--- config.mk ---
export PLATFORM = sky130hd
export DESIGN_NAME = gbns_ctrl
export DESIGN_NICKNAME = d
export VERILOG_FILES = /design/src/rtl/gbns_pkg.sv /design/src/rtl/gbns_ctrl.sv
export SDC_FILE = /design/constraint.sdc
export NUM_CORES = 1
export LEC_CHECK = 0
export BUFFER_PORTS_ARGS = -buffer_cell sky130_fd_sc_hd__buf_2
export CORE_MARGIN = 1
export CORE_UTILIZATION = 45
export DETAILED_ROUTE_END_ITERATION = 16
export PLACE_DENSITY = 0.65
export SLEW_MARGIN = 5
export SYNTH_ARGS = -nofsm -noshare
export SYNTH_HDL_FRONTEND = slang
export SYNTH_SLANG_ARGS = --single-unit
--- constraint.sdc ---
create_clock -name aclk -period 6 [get_ports aclk]
set_input_delay 0.3 -clock aclk [delete_from_list [all_inputs] [get_ports aclk]]
set_output_delay 0.3 -clock aclk [all_outputs]
set_load 0.01 [all_outputs]
--- src/rtl/gbns_pkg.sv ---
// ----------------------------------------------------------------------------
// gbns_pkg
// Shared types and codes for the grid-bucket nearest seed search block.
// ----------------------------------------------------------------------------
package gbns_pkg;

    // Field widths of one beat
    localparam int ACT_W   = 2;
    localparam int COORD_W = 11;
    localparam int TAG_W   = 24;
    localparam int STAT_W  = 2;
    localparam int CFG_W   = 7;
    localparam int ENTRY_W = TAG_W + 2 * COORD_W;
    // squared distance fits 2*COORD_W+1 bits; one spare bit for the bound
    localparam int DIST_W  = 2 * (COORD_W + 1);

    // Item actions
    localparam logic [ACT_W-1:0] ACT_CLEAR  = 2'd0;
    localparam logic [ACT_W-1:0] ACT_INSERT = 2'd1;
    localparam logic [ACT_W-1:0] ACT_QUERY  = 2'd2;

    // Result status codes
    localparam logic [STAT_W-1:0] ST_OK      = 2'd0;
    localparam logic [STAT_W-1:0] ST_NONE    = 2'd1;
    localparam logic [STAT_W-1:0] ST_FULL    = 2'd2;
    localparam logic [STAT_W-1:0] ST_OUTSIDE = 2'd3;

    // Configuration register indexes
    localparam logic REG_COLUMNS = 1'b0;
    localparam logic REG_ROWS    = 1'b1;

    // Commands from the controller to the datapath
    typedef struct packed {
        logic              load_item;
        logic              best_init;
        logic              clr_we;
        logic              fill_rd;
        logic              ins_write;
        logic              ent_rd;
        logic              set_status;
        logic [STAT_W-1:0] status_code;
        logic              out_load;
    } dp_cmd_t;

    // Status from the datapath to the controller
    typedef struct packed {
        logic [ACT_W-1:0] action;
        logic             cell_in;
        logic             ins_oob;
        logic             fill_full;
        logic             found;
        logic             pipe_busy;
    } dp_stat_t;

endpackage

--- src/rtl/gbns_ctrl.sv ---
// ----------------------------------------------------------------------------
// gbns_ctrl
// Controller: clearing sweep, item dispatch, cell scan order of the query
// (3x3 block, then rings), and the result handshake.
// ----------------------------------------------------------------------------
module gbns_ctrl import gbns_pkg::*; #(
    parameter int CELL_CAPACITY = 8,
    parameter int MAX_GRID_SIDE = 64,
    localparam int NCELLS = MAX_GRID_SIDE * MAX_GRID_SIDE,
    localparam int CAW    = $clog2(NCELLS),
    localparam int FW     = $clog2(CELL_CAPACITY + 1),
    localparam int KW     = (CELL_CAPACITY > 1) ? $clog2(CELL_CAPACITY) : 1,
    localparam int SW     = $clog2(MAX_GRID_SIDE + 1),
    localparam int OW     = SW + 1
) (
    input  logic                 aclk,
    input  logic                 aresetn,
    input  logic                 s_tvalid,
    output logic                 s_tready,
    output logic                 m_tvalid,
    input  logic                 m_tready,
    input  dp_stat_t             stat,
    input  logic [FW-1:0]        fill_n,
    input  logic [SW-1:0]        cols_eff,
    output dp_cmd_t              cmd,
    output logic [CAW-1:0]       clr_addr,
    output logic signed [OW-1:0] ox,
    output logic signed [OW-1:0] oy,
    output logic [KW-1:0]        k
);

    localparam logic [3:0] S_CLR     = 4'd0;
    localparam logic [3:0] S_IDLE    = 4'd1;
    localparam logic [3:0] S_DIV1    = 4'd2;
    localparam logic [3:0] S_DIV2    = 4'd3;
    localparam logic [3:0] S_DIV3    = 4'd4;
    localparam logic [3:0] S_INS_WR  = 4'd5;
    localparam logic [3:0] S_Q_CELL  = 4'd6;
    localparam logic [3:0] S_Q_FILL  = 4'd7;
    localparam logic [3:0] S_Q_ENT   = 4'd8;
    localparam logic [3:0] S_Q_DRAIN = 4'd9;
    localparam logic [3:0] S_DONE    = 4'd10;

    // scan phases
    localparam logic [1:0] P_BLOCK = 2'd0;
    localparam logic [1:0] P_ROWS  = 2'd1;
    localparam logic [1:0] P_SIDES = 2'd2;

    localparam logic signed [OW-1:0] ONE_S  = OW'(1);
    localparam logic signed [OW-1:0] NEG1_S = -OW'(1);

    logic [3:0]           state_reg, state_next;
    logic [CAW-1:0]       clr_cnt_reg, clr_cnt_next;
    logic                 clr_item_reg, clr_item_next;
    logic                 m_tvalid_reg, m_tvalid_next;
    logic signed [OW-1:0] a_reg, a_next, b_reg, b_next;
    logic                 tb_reg, tb_next, side_reg, side_next;
    logic [1:0]           phase_reg, phase_next;
    logic [SW-1:0]        d_reg, d_next;
    logic [KW-1:0]        k_reg, k_next;

    // adv_* is where the scan order goes after the current cell
    logic signed [OW-1:0] ds, dm1s;
    logic signed [OW-1:0] adv_a, adv_b;
    logic                 adv_tb, adv_side, adv_end;
    logic [1:0]           adv_phase;
    logic [SW-1:0]        d_inc;

    always_comb begin
        ds   = $signed({1'b0, d_reg});
        dm1s = ds - ONE_S;
        d_inc = d_reg + SW'(1);
    end

    // Offset of the cell being scanned
    always_comb begin
        case (phase_reg)
            P_ROWS: begin
                ox = a_reg;
                oy = tb_reg ? ds : -ds;
            end
            P_SIDES: begin
                ox = side_reg ? dm1s : -dm1s;
                oy = b_reg;
            end
            default: begin
                ox = a_reg;
                oy = b_reg;
            end
        endcase
        if (state_reg == S_DIV3) begin
            ox = '0;
            oy = '0;
        end
    end

    // Step of the scan order
    always_comb begin
        adv_a     = a_reg;
        adv_b     = b_reg;
        adv_tb    = tb_reg;
        adv_side  = side_reg;
        adv_phase = phase_reg;
        adv_end   = 1'b0;
        case (phase_reg)
            P_ROWS: begin
                if (!tb_reg) begin
                    adv_tb = 1'b1;
                end else begin
                    adv_tb = 1'b0;
                    if (a_reg < ds) begin
                        adv_a = a_reg + ONE_S;
                    end else begin
                        adv_phase = P_SIDES;
                        adv_side  = 1'b0;
                        adv_b     = -dm1s;
                    end
                end
            end
            P_SIDES: begin
                if (b_reg < dm1s) begin
                    adv_b = b_reg + ONE_S;
                end else if (!side_reg) begin
                    adv_side = 1'b1;
                    adv_b    = -dm1s;
                end else begin
                    adv_end = 1'b1;
                end
            end
            default: begin
                if (b_reg < ONE_S) begin
                    adv_b = b_reg + ONE_S;
                end else begin
                    adv_b = NEG1_S;
                    if (a_reg < ONE_S) adv_a = a_reg + ONE_S;
                    else adv_end = 1'b1;
                end
            end
        endcase
    end

    // Main state machine
    always_comb begin
        state_next    = state_reg;
        clr_cnt_next  = clr_cnt_reg;
        clr_item_next = clr_item_reg;
        a_next        = a_reg;
        b_next        = b_reg;
        tb_next       = tb_reg;
        side_next     = side_reg;
        phase_next    = phase_reg;
        d_next        = d_reg;
        k_next        = k_reg;
        cmd           = '0;
        s_tready      = 1'b0;
        m_tvalid_next = m_tvalid_reg && !m_tready;

        case (state_reg)
            S_CLR: begin
                cmd.clr_we   = 1'b1;
                clr_cnt_next = clr_cnt_reg + CAW'(1);
                if (clr_cnt_reg == CAW'(NCELLS - 1)) begin
                    clr_cnt_next  = '0;
                    clr_item_next = 1'b0;
                    state_next    = clr_item_reg ? S_DONE : S_IDLE;
                end
            end
            S_IDLE: begin
                s_tready = 1'b1;
                if (s_tvalid) begin
                    cmd.load_item = 1'b1;
                    state_next    = S_DIV1;
                end
            end
            S_DIV1: state_next = S_DIV2;
            S_DIV2: state_next = S_DIV3;
            S_DIV3: begin
                case (stat.action)
                    ACT_CLEAR: begin
                        clr_item_next = 1'b1;
                        state_next    = S_CLR;
                    end
                    ACT_INSERT: begin
                        if (stat.ins_oob) begin
                            cmd.set_status  = 1'b1;
                            cmd.status_code = ST_OUTSIDE;
                            state_next      = S_DONE;
                        end else begin
                            cmd.fill_rd = 1'b1;
                            state_next  = S_INS_WR;
                        end
                    end
                    ACT_QUERY: begin
                        cmd.best_init = 1'b1;
                        phase_next    = P_BLOCK;
                        a_next        = NEG1_S;
                        b_next        = NEG1_S;
                        d_next        = SW'(1);
                        state_next    = S_Q_CELL;
                    end
                    default: state_next = S_DONE;
                endcase
            end
            S_INS_WR: begin
                if (stat.fill_full) begin
                    cmd.set_status  = 1'b1;
                    cmd.status_code = ST_FULL;
                end else begin
                    cmd.ins_write = 1'b1;
                end
                state_next = S_DONE;
            end
            S_Q_CELL: begin
                k_next = '0;
                if (stat.cell_in) begin
                    cmd.fill_rd = 1'b1;
                    state_next  = S_Q_FILL;
                end else begin
                    a_next     = adv_a;
                    b_next     = adv_b;
                    tb_next    = adv_tb;
                    side_next  = adv_side;
                    phase_next = adv_phase;
                    state_next = adv_end ? S_Q_DRAIN : S_Q_CELL;
                end
            end
            S_Q_FILL, S_Q_ENT: begin
                if (fill_n == '0) begin
                    a_next     = adv_a;
                    b_next     = adv_b;
                    tb_next    = adv_tb;
                    side_next  = adv_side;
                    phase_next = adv_phase;
                    state_next = adv_end ? S_Q_DRAIN : S_Q_CELL;
                end else begin
                    cmd.ent_rd = 1'b1;
                    if (FW'(k_reg) + FW'(1) == fill_n) begin
                        a_next     = adv_a;
                        b_next     = adv_b;
                        tb_next    = adv_tb;
                        side_next  = adv_side;
                        phase_next = adv_phase;
                        state_next = adv_end ? S_Q_DRAIN : S_Q_CELL;
                    end else begin
                        k_next     = k_reg + KW'(1);
                        state_next = S_Q_ENT;
                    end
                end
            end
            S_Q_DRAIN: begin
                if (!stat.pipe_busy) begin
                    if (stat.found) begin
                        cmd.set_status  = 1'b1;
                        cmd.status_code = ST_OK;
                        state_next      = S_DONE;
                    end else if (d_inc < cols_eff) begin
                        d_next     = d_inc;
                        phase_next = P_ROWS;
                        a_next     = -$signed({1'b0, d_inc});
                        tb_next    = 1'b0;
                        state_next = S_Q_CELL;
                    end else begin
                        cmd.set_status  = 1'b1;
                        cmd.status_code = ST_NONE;
                        state_next      = S_DONE;
                    end
                end
            end
            S_DONE: begin
                if (!m_tvalid_reg || m_tready) begin
                    cmd.out_load  = 1'b1;
                    m_tvalid_next = 1'b1;
                    state_next    = S_IDLE;
                end
            end
            default: state_next = S_IDLE;
        endcase
    end

    always_ff @(posedge aclk) begin
        if (!aresetn) begin
            state_reg    <= S_CLR;
            clr_cnt_reg  <= '0;
            clr_item_reg <= 1'b0;
            m_tvalid_reg <= 1'b0;
            a_reg        <= '0;
            b_reg        <= '0;
            tb_reg       <= 1'b0;
            side_reg     <= 1'b0;
            phase_reg    <= P_BLOCK;
            d_reg        <= '0;
            k_reg        <= '0;
        end else begin
            state_reg    <= state_next;
            clr_cnt_reg  <= clr_cnt_next;
            clr_item_reg <= clr_item_next;
            m_tvalid_reg <= m_tvalid_next;
            a_reg        <= a_next;
            b_reg        <= b_next;
            tb_reg       <= tb_next;
            side_reg     <= side_next;
            phase_reg    <= phase_next;
            d_reg        <= d_next;
            k_reg        <= k_next;
        end
    end

    assign clr_addr = clr_cnt_reg;
    assign k        = k_reg;
    assign m_tvalid = m_tvalid_reg;

    // Checks
    a_accept_div: assert property (@(posedge aclk) disable iff (!aresetn)
        (s_tvalid && s_tready) |=> (state_reg == S_DIV1))
        else $error("accepted beat did not start the divide");

    a_mem_excl: assert property (@(posedge aclk) disable iff (!aresetn)
        $onehot0({cmd.clr_we, cmd.ins_write, cmd.fill_rd, cmd.ent_rd}))
        else $error("conflicting memory commands");

    a_ent_range: assert property (@(posedge aclk) disable iff (!aresetn)
        cmd.ent_rd |-> (FW'(k_reg) < fill_n))
        else $error("entry read beyond cell fill");

    a_out_free: assert property (@(posedge aclk) disable iff (!aresetn)
        cmd.out_load |-> (!m_tvalid_reg || m_tready))
        else $error("result overwritten while still pending");

    a_drain: assert property (@(posedge aclk) disable iff (!aresetn)
        (state_reg == S_Q_DRAIN && state_next != S_Q_DRAIN) |-> !stat.pipe_busy)
        else $error("ring decision taken with distances in flight");

endmodule

# ---- Yosys cells after proc, flatten, opt, wreduce, memory -nomap -nowiden
# Cells that the tools add are included.
dict set report totals {
  word_cells 189
  regBits 48
}
dict set report classes {
  add_sub_neg 10
  muxes 113
  n_reduce_logical 22
  magnitude_cmp 5
  eq_ne 28
}
# op count
set op_table {}
lappend op_table {{8-bit 2-to-1 mux} 25}
lappend op_table {{4-bit 2-to-1 mux} 12}
lappend op_table {{4-bit one-hot mux with 10 select lines} 1}
lappend op_table {{1-bit 2-to-1 mux} 37}
lappend op_table {{8-bit one-hot mux with 2 select lines} 2}
lappend op_table {{8-bit one-hot mux with 4 select lines} 1}
lappend op_table {{7-bit 2-to-1 mux} 4}
lappend op_table {{3-bit 2-to-1 mux} 8}
lappend op_table {{8-bit one-hot mux with 3 select lines} 1}
lappend op_table {{2-bit 2-to-1 mux} 10}
lappend op_table {{2-bit inequality test, second input constant} 9}
lappend op_table {{8-bit by 2-bit adder with 8-bit output, second input constant} 2}
lappend op_table {{4-bit by 3-bit equality test with 1-bit output, second input constant} 4}
lappend op_table {{8-bit by 2-bit < comparator with 1-bit output, second input constant} 2}
lappend op_table {{8-bit < comparator} 2}
lappend op_table {{7-bit negation with 8-bit output} 2}
lappend op_table {{7-bit one-hot mux with 2 select lines} 1}
lappend op_table {{12-bit by 1-bit adder with 12-bit output, second input constant} 1}
lappend op_table {{12-bit equality test, second input constant} 1}
lappend op_table {{4-bit equality test, second input constant} 3}
lappend op_table {{12-bit 2-to-1 mux} 1}
lappend op_table {{4-bit one-hot mux with 3 select lines} 1}
lappend op_table {{1-bit one-hot mux with 2 select lines} 5}
lappend op_table {{3-bit one-hot mux with 3 select lines} 1}
lappend op_table {{other kinds (30)} 42}

# ---- Logic depth before layout (Yosys ltp)
# Gate-level depths: netlist of run 1.
dict set report depth {
  word_depth 8
  mapped_depth 15
}

# ---- Least setup slack after synthesis of run 1
# Ideal clock, no wire load.
dict set report synth_path {
  kind {register to register}
  from {register d_reg[0]}
  to {register b_reg[6]}
  setup_ns 0.091
  arrival_time_ns 3.633
  path_slack_ns 2.276
  path_buffers 3
  t_required_ns 5.909
  stages_incl_launch_ff 16
  synth_period_minus_slack_ns 3.724
  path_cell_list {dfxtp_1 > clkbuf_1 > clkbuf_1 > inv_1 > ha_1 > or3b_1 > buf_2 > xnor2_1 > ha_1 > nand2_1 > a21o_1 > a211oi_1 > o221a_4 > o21ai_1 > or4_1 > a311oi_1}
}
dict set report synth_via {
  elab_chain_len 8
  elab_cells_between_ends 13
}
# item line_no
set synth_lines {}
lappend synth_lines {{start, declared} gbns_ctrl.sv:59} ;# logic [SW-1:0] d_reg, d_next;
lappend synth_lines {{start signal, assigned} gbns_ctrl.sv:303} ;# d_reg <= d_next;
lappend synth_lines {{7-bit by 1-bit subtractor with 8-bit output} gbns_ctrl.sv:71} ;# dm1s = ds - ONE_S;
lappend synth_lines {{8-bit negation} {gbns_ctrl.sv:116, gbns_ctrl.sv:125}}
lappend synth_lines {{8-bit 2-to-1 mux, on equally long branches} {gbns_ctrl.sv:123, gbns_ctrl.sv:111}}
lappend synth_lines {{8-bit 2-to-1 mux, on equally long branches} {gbns_ctrl.sv:121, gbns_ctrl.sv:107}}
lappend synth_lines {{8-bit one-hot mux with 2 select lines *} gbns_ctrl.sv:105} ;# case (phase_reg)
lappend synth_lines {{8-bit 2-to-1 mux} gbns_ctrl.sv:237} ;# if (FW'(k_reg) + FW'(1) == fill_n) begin
lappend synth_lines {{8-bit 2-to-1 mux} gbns_ctrl.sv:228} ;# if (fill_n == '0) begin
lappend synth_lines {{8-bit one-hot mux with 3 select lines *} gbns_ctrl.sv:158} ;# case (state_reg)
lappend synth_lines {{end signal, assigned} gbns_ctrl.sv:299} ;# b_reg <= b_next;
lappend synth_lines {{end, declared} gbns_ctrl.sv:56} ;# logic signed [OW-1:0] a_reg, a_next, b_reg, b_next;
# Every way passes the cells marked *; elsewhere a longest branch is shown, timed or not. The select of a mux whose other input is x is not followed.
# A chain may end at the register's enable or synchronous reset.

# ---- Final worst setup path of run 1
dict set report layout_path {
  from {register d_reg[0]}
  to {register d_reg[2]}
}
dict set report layout_via {
  elab_chain_len 5
  elab_cells_between_ends 8
}
# item line_no
set layout_lines {}
lappend layout_lines {{7-bit by 1-bit adder with 7-bit output *} gbns_ctrl.sv:72} ;# d_inc = d_reg + SW'(1);
lappend layout_lines {{parallel branches: the longest is 4 deep, another holds 7-bit < comparator} n/a}
# Every way passes the cells marked *. The select of a mux whose other input is x is not followed.

==> metrics, run 1 <==
outcome=complete, no violations; CTS buffer count=5; number of diodes=0; Max-Cap Viols=0; Vias/cell=5.90; initial antenna violation count=0; fin util=51.2%; Cell variety after synth=68; row cnt=36; FF-to-FF path depth=11; #FFs+latches synth=48; CP max stage cell=dfxtp_1; final setup fails=0; Post-synth EDFFs=0; final-report hold violation count=0; die height=103 um; Crit Path Category=reg -> reg; DR vias=4689; Reg clk slew, reported paths=100 ps; slew at the pin closest to its max-slew limit=866 ps; number of global-route vias before repair=4286; post-route ant nets=0; RSZ-0062 raised after global routing=no; initial drt markers=234; root buf cell=clkbuf_8; first-pass GRT wire length=21.0 mm; Largest register FFs=12; die footprint=10500 um2; Starting Density=46.6%; Synthesized Nets=674; Gate Count Post-Synth=624; Post-CTS Hold Fix Bufs=0; Skew-Pair Late Insertion Delay=320 ps; Syn Std Cell Area=4550 um2; H-tree levels=2; fmax=238 MHz; pwr dens=113 nW/um2; maximum vdd drop=0.0749 mV; minimum clock period=4200 ps; CP required=6160 ps; Layout Nets=711; CP top delay family=compound AO/OA/AOI/OAI gates; synthesized area per cell=7.30 um2; # DRC=0; synthesis-to-layout area growth=9.92%; die width=103 um; Hold Path Depth=3; number of top-level pins=65; clock tree buffer depth=2; commonest non-fill, non-tap cell in the layout=buf_2; Post-synth top flop=dfxtp_1; Placer Congestion=0.982; Leak=2.13 nW; hpwl dp=9.94 mm; most frequent cells in the layout=buf_2, nand2_1, nor2_1, dfxtp_1, inv_1; Worst EP arrival=4370 ps; Crit path buffers/inverters=1; HP Class=in -> reg; core area=9770 um2; hold_ws=335 ps; All-Layer GR Usage=25.4%; CTS tree=yes; yosys synthesis warning count=0; Final period util=70.1%; PortBufs=64; startpoint types=register; CP Depth=11; CP endpoint kind=register; fin. max-slew vios=0; post-cts gate resize count=0; slowest cell delay on critical path=810 ps; total congestion overflow=0; share of cells above drive strength 1=13.3%; Sink Count=48; crit-path cells=ha_1 -> nand3_1 -> xnor2_1 -> inv_1 -> ha_1 -> a21oi_1 -> nor2b_1 -> o31ai_1 -> a21oi_1 -> nor3_1 -> a311oi_1; setup total negative slack=0 ps; DRT Pass-1 Iters=7; post-synthesis async set-or-reset flop share=0%; worst rel slew slack=42.3%; crit-path max FO=21; worst clock skew=15.2 ps; sequential share of the synthesized area=21.1%; largest net degree at the start of global routing=34; postcts setup bufs=0; DRT Wirelength=13.0 mm; routed length per instance=16.4 um
## Yosys cell counts (all sizes together), types with 7 or more instances
cell / number / area share (%)
o31ai: 11 / 1.9
o21ai: 26 / 2.9
buf: 8 / 0.91
nand2b: 13 / 1.8
a31oi: 9 / 1.2
clkbuf: 29 / 2.4
dfxtp: 48 / 21
ha: 28 / 7.7
mux2i: 16 / 3.5
xnor2: 37 / 7.1
inv: 39 / 3.2
xor2: 14 / 2.7
a21oi: 35 / 3.8
nand4: 13 / 1.8
and3: 9 / 1.3
nor2b: 7 / 0.96
nand3: 31 / 3.4
nor3: 15 / 1.6
nor4: 7 / 0.96
a211oi: 13 / 2.3
nor2: 61 / 5.0
nand2: 61 / 5.0
## layout make-up
class	count	area, um2
Clock buffer	5	68.8
Tap cell	133	166
Sequential cell	48	961
Inverter	41	154
Fill cell	964	4770
Clock inverter	3	18.8
Multi-Input combinational cell	498	3290
Timing Repair Buffer	67	343
## worst reg2reg max path: cells and delay by family (launching register included)
family                   cells  cell delay [ps]
buffers and inverters        1              100
AND/OR/NAND/NOR              3              920
AO/OA/AOI/OAI                4             1180
adder cells (fa/ha/maj)      2              690
flip-flops                   1              810
XOR/XNOR                     1              360
## power by group
group	switching [mW]	total [mW]	internal, mW
clock network	0.129	0.210	0.0818
logic	0.0192	0.0323	0.0131
registers	0.00181	0.322	0.320
## metal layers
layer	GRT usage (%)	vias to the layer above	part of all wire, %
met1	33.7	2194	46
met2	42.6	154	47
met3	3.53	24	4.9
li1	-	2317	-
met4	7.91	0	2.1
met5	0	-	0
## logic make-up after synthesis
group,after synthesis,share of synthesized area (%)
flops,48,21.1
xor+xnor,51,9.81
fa+ha+maj,28,7.69
mux,16,3.52
compound gates,157,24.6
buf+inv,78,6.68
simple gates,246,26.6
## per-stage QoR
stage / power [mW] / worst slack, ps / std cells / cell area (um2)
after global routing: 0.584 / 1460 / 795 / 5000
after detailed placement: 0.361 / 1840 / 787 / 4920
after global placement: 0.361 / 2070 / 787 / 4920
final: 0.565 / 1800 / 795 / 5000
after floorplan: 0.347 / 2280 / 624 / 4550
after CTS: 0.565 / 1850 / 795 / 5000
## worst paths after layout
path                from           to  slack [ps]
max             d_reg[0]     d_reg[2]        1800
min             m_tready     m_tvalid         340
max reg2reg     d_reg[0]     d_reg[2]        1800
min reg2reg  clr_addr[1]  clr_addr[1]         510
Power figures use the tool's default switching activity.
==> run 2, diff against run 1 <==
--- a/config.mk
+++ b/config.mk
@@ -5,11 +5,12 @@
 export SDC_FILE = /design/constraint.sdc
 export NUM_CORES = 1
 export LEC_CHECK = 0
+export ABC_AREA = 1
 export BUFFER_PORTS_ARGS = -buffer_cell sky130_fd_sc_hd__buf_2
 export CORE_MARGIN = 1
 export CORE_UTILIZATION = 45
 export DETAILED_ROUTE_END_ITERATION = 16
-export PLACE_DENSITY = 0.65
+export PLACE_DENSITY = 0.68
 export SLEW_MARGIN = 5
 export SYNTH_ARGS = -nofsm -noshare
 export SYNTH_HDL_FRONTEND = slang
==> constraint.sdc (replaced) <==
create_clock -name aclk -period 3.55 [get_ports aclk]
set_input_delay 0.1775 -clock aclk [delete_from_list [all_inputs] [get_ports aclk]]
set_output_delay 0.1775 -clock aclk [all_outputs]
set_load 0.01 [all_outputs]
==> run 2 against run 1 <==
Clock power is 100% higher. Design area is 1.7% higher. Wire length is 1.0% lower. Sequential cell count stayed put. Die area is 0.59% higher. Largest power group unchanged. Count of clock-buffer cells in the layout stayed put. Combinational power is 56% higher. Sequential power is 69% higher. Worst hold slack worse by 200 ps. Clock skew is 7.6 ps lower. Worst setup slack worse by 1400 ps. Final cell count is 16% higher.
==> metrics, run 2 <==
die width=103 um; hold_ws=135 ps; Syn Std Cell Area=4580 um2; number of top-level pins=65; die height=103 um; initial antenna violation count=0; HP Class=in -> reg; number of diodes=0; All-Layer GR Usage=25.4%; postcts setup bufs=0; slowest cell delay on critical path=540 ps; crit-path max FO=11; slew at the pin closest to its max-slew limit=804 ps; Critical Path Most Common Cell=inv_1; Post-synth top flop=dfxtp_1; maximum vdd drop=0.141 mV; initial drt markers=271; Gate Count Post-Synth=733; worst rel slew slack=46.3%; cell accounting for the most synthesized area=dfxtp_1; CP endpoint kind=primary output; synthesis-to-layout area growth=11.1%; Final period util=88.7%; post-route ant nets=0; sequential share of the synthesized area=21.0%; total congestion overflow=0; final-report hold violation count=0; Starting Density=46.6%; Sink Count=48; Yosys top cell area share=21.0%; row cnt=36; Crit Path Category=reg -> out; Placer Congestion=0.922; core area=9820 um2; yosys synthesis warning count=0; startpoint types=register; Vias/cell=5.42; number of global-route vias before repair=4586; DRT Pass-1 Iters=5; synthesized area per cell=6.25 um2; share of cells above drive strength 1=15.8%; worst clock skew=7.62 ps; root buf cell=clkbuf_8; Worst EP arrival=2970 ps; H-tree levels=2; CP required=3370 ps; Reg clk slew, reported paths=100 ps; Post-CTS Hold Fix Bufs=0; Final Power=1.02 mW; Leak=2.43 nW; #FFs+latches synth=48; fin. max-slew vios=0; PortBufs=64; Skew-Pair Late Insertion Delay=320 ps; CTS buffer count=5; pwr dens=201 nW/um2; minimum clock period=3150 ps; first-pass GRT wire length=21.0 mm; commonest cells in the netlist=nand2_1, inv_1, nor2_1; post-synthesis async set-or-reset flop share=0%; fmax=317 MHz; Synth area leaders=dfxtp_1, nand2_1, inv_1; CP top delay family=adder cells; Largest register FFs=12; CTS tree=yes; # DRC=0; Post-synth EDFFs=0; Max-Cap Viols=0; Layout Nets=838; most frequent cells in the layout=nand2_1, inv_1, nor2_1, buf_2, a21oi_1; RSZ-0062 raised after global routing=no; hpwl dp=10.3 mm; largest net degree at the start of global routing=25; clock tree buffer depth=2; post-cts gate resize count=0; Crit path buffers/inverters=4; DR vias=4993; setup total negative slack=0 ps; outcome=complete, no violations; final setup fails=0; count leader, synth=nand2_1; Synthesized Nets=783; CP max stage cell=dfxtp_1; crit-path cells=ha_1 -> nand2_1 -> inv_1 -> nand4_1 -> xor2_1 -> inv_1 -> ha_1 -> nand2_1 -> inv_1 -> nand4_1 -> o211ai_1 -> nor2_1 -> o311ai_0 -> buf_2; DRT Wirelength=12.9 mm; Cell variety after synth=50; die footprint=10600 um2; commonest non-fill, non-tap cell in the layout=nand2_1; routed length per instance=14.0 um
==> run 2: cell types whose count changed in the layout (fill, tap and decap cells not counted), moves of 10 or more <==
| cell | delta |
|---|---|
| nand2_1 | +90 |
| inv_1 | +63 |
| xnor2_1 | -30 |
| a21oi_1 | +22 |
| nand3_1 | +22 |
| nor2_1 | +22 |
| mux2i_1 | -16 |
| inv_2 | +14 |
| nand2b_1 | -13 |
| a211oi_1 | -10 |
==> run 2: tightest hold or removal path, delay by kind of cell <==
kind / cells / cell delay, ps
AOI/OAI and AO/OA: 1 / 60
buffers and inverters: 2 / 110
and+or+nand+nor: 1 / 60
==> run 2: metrics by stage <==
stage | util [%] | setup WS [ps] | std cells | instance area, um2
6_report | 51.8 | 400 | 922 | 5090
2_1_floorplan | - | 967 | 733 | 4580
4_1_cts | 51.8 | 377 | 922 | 5090
3_5_place_dp | 50.7 | 487 | 914 | 4970
3_3_place_gp | 50.7 | 614 | 914 | 4970
5_1_grt | 51.8 | 74.9 | 922 | 5090
==> run 2: per-layer routing <==
metal / part of all wire [%] / GRT usage, % / vias up
li1: - / - / 2509
met1: 44 / 31.7 / 2275
met2: 47 / 44.9 / 186
met3: 7.3 / 3.66 / 23
met4: 2.1 / 8.45 / 0
met5: 0 / 0 / -
==> run 2: worst paths after layout <==
kind,from,end,slack [ps],cells after the start
worst max-delay path,d_reg[0],cmd[3],400,14
worst min-delay path,m_tready,m_tvalid,130,4
worst max register to register,d_reg[0],a_reg[5],470,19
worst min register to register,clr_item_reg,clr_item_reg,500,2
==> run 2: kinds of logic after synthesis <==
| group | after synthesis | synth area share [%] |
|---|---|---|
| adder cells (fa/ha/maj) | 28 | 7.65 |
| buffers and inverters | 138 | 12.4 |
| AO/OA/AOI/OAI | 133 | 17.6 |
| XOR/XNOR | 30 | 5.74 |
| AND/OR/NAND/NOR | 356 | 35.6 |
| flip-flops | 48 | 21.0 |
==> run 2: layout make-up <==
class	instances	area, um2
flip-flops and latches	48	961
clock buffers	5	68.8
fillers	1043	4730
well taps	133	166
clock inverters	3	46.3
repair buffers	68	350
inverters	118	445
multi-input cells	547	3050
==> run 2: power by group <==
group / total, mW / switching (mW) / internal [mW]
registers: 0.545 / 0.00356 / 0.541
clock network: 0.426 / 0.213 / 0.213
logic: 0.0504 / 0.0310 / 0.0193
total: 1.02 / 0.248 / 0.773
==> run 3, diff against run 2 <==
--- a/config.mk
+++ b/config.mk
@@ -5,7 +5,6 @@
 export SDC_FILE = /design/constraint.sdc
 export NUM_CORES = 1
 export LEC_CHECK = 0
-export ABC_AREA = 1
 export BUFFER_PORTS_ARGS = -buffer_cell sky130_fd_sc_hd__buf_2
 export CORE_MARGIN = 1
 export CORE_UTILIZATION = 45
==> run 3 against run 2 <==
Global-route usage is 0.53 points lower. Core utilization is 2.5 points higher. Count of clock-buffer cells in the layout stayed put. Critical path depth shrank 2. Design area increased by 4.4%. Register-to-register slack got worse by 300 ps. First-iteration DRC count down 7.7%. Sequential share of layout area shrank 0.80 points. Non-clock buffer count rose by 29. Final cell count shrank 11%.
==> metrics, run 3 (synthesized netlist as in run 1, its figures left out) <==
outcome=complete, no violations; crit-path max FO=7; Layout Nets=741; Worst EP arrival=3590 ps; DRT Wirelength=13.1 mm; CP endpoint kind=register; setup total negative slack=0 ps; PnR worst setup slack=169 ps; Skew-Pair Late Insertion Delay=310 ps; maximum vdd drop=0.186 mV; initial antenna violation count=0; startpoint types=register; DRT Pass-1 Iters=5; clock tree buffer depth=2; Starting Density=46.6%; first-pass GRT wire length=20.7 mm; die footprint=10500 um2; CTS tree=yes; worst rel slew slack=56.6%; # DRC=0; Final period util=95.2%; initial drt markers=250; Clock power frac=44.1%; row cnt=36; number of top-level pins=65; Max-Cap Viols=0; CTS buffer count=5; DR vias=4791; H-tree levels=2; Vias/cell=5.81; Comb power frac=5.2%; Placer Congestion=0.932; post-route ant nets=0; CP required=3760 ps; final-report hold violation count=0; Switching Share=21.6%; Reg clk slew, reported paths=100 ps; hpwl dp=10.1 mm; pwr dens=202 nW/um2; synthesis-to-layout area growth=16.7%; internal power=0.842 mW; part of the power in registers=50.7%; Sw Pwr=0.232 mW; slew at the pin closest to its max-slew limit=648 ps; die height=103 um; PortBufs=64; root buf cell=clkbuf_8; Final Power=1.07 mW; minimum clock period=3380 ps; HP Class=in -> reg; fmax=296 MHz; All-Layer GR Usage=24.9%; total congestion overflow=0; Post-CTS Hold Fix Bufs=0; number of diodes=0; number of global-route vias before repair=4277; share of cells above drive strength 1=18.1%; Largest register FFs=12; die width=103 um; worst clock skew=8.61 ps; most frequent cells in the layout=buf_2, nand2_1, nor2_1, dfxtp_1, inv_1; largest net degree at the start of global routing=34; routed length per instance=15.9 um; fin. max-slew vios=0; fillcell total=943; final setup fails=0; Leak=2.31 nW; commonest non-fill, non-tap cell in the layout=buf_2; pre-CTS WS=48.1 ps; Sink Count=48; core area=9770 um2; Crit Path Category=reg -> reg
==> run 3: cell types whose count changed in the layout (fill, tap and decap cells not counted), sizes merged, moves of 9 or more <==
cell,delta
o21ai,-14
o31ai,+10
mux2i,+16
a211oi,+11
nor2,-37
buf,+29
nand2b,+13
nand2,-101
xnor2,+30
xor2,-9
nand3,-23
inv,-79
a21oi,-23
==> run 3: power groups by stage <==
stage,combinational (mW),clock [mW],sequential (mW)
floorplan,0.0289,0,0.558
finish,0.0560,0.474,0.544
CTS,0.0558,0.476,0.544
global route,0.0628,0.494,0.545
global placement,0.0530,0,0.557
detailed placement,0.0556,0,0.557
==> run 3: final cells by class <==
cell class / instances / area (um2) / area share, %
sequential: 48 / 961 / 18.1
tap: 133 / 166 / 3.13
timing repair buffer: 97 / 568 / 10.7
clock inverter: 2 / 60.1 / 1.13
inverter: 41 / 154 / 2.90
multi-input combinational: 498 / 3340 / 62.8
clock buffer: 5 / 68.8 / 1.30
==> run 3: worst max-delay path, stage by stage (launching register included) <==
cell	delay [ps]
dfxtp_1	350
or4_1	600
nor4_1	370
inv_1	110
ha_1	300
nand2b_1	170
and3_1	250
nand2_1	100
nand4_1	180
a2111oi_4	310
buf_4	210
o311ai_1	110
o221a_1	210
==> run 3: final timing paths <==
| path | startpoint | endpoint | slack [ps] | cells after the start |
|---|---|---|---|---|
| hold / removal | m_tready | m_tvalid | 230 | 3 |
| setup reg to reg | d_reg[0] | b_reg[4] | 170 | 12 |
| hold reg to reg | clr_addr[9] | clr_addr[9] | 500 | 2 |
| setup / recovery | d_reg[0] | b_reg[4] | 170 | 12 |
==> run 3: metrics by stage <==
stage	area (um2)	hold WS (ps)	util, %	cells
2_1_floorplan	4580	403	-	624
3_3_place_gp	5150	479	52.6	815
3_5_place_dp	5150	492	52.6	815
5_1_grt	5310	243	54.4	824
4_1_cts	5280	220	54.0	822
6_report	5310	230	54.4	824
==> run 3: timing repair <==
action,in CTS,in global routing
gates resized for setup,0,4
setup endpoints to repair,0,10
setup buffers,0,2
endpoints found under the hold margin,0,0
==> run 3: per-layer routing <==
metal  GRT usage [%]  part of all wire, %  wire (um)  up-vias
li1                -                    -          -     2372
met1            33.2                   45       5930     2268
met2            42.2                   48       6330      134
met3            2.98                  4.9        645       17
met4            7.14                  1.3        173        0
met5               0                    0          0        -
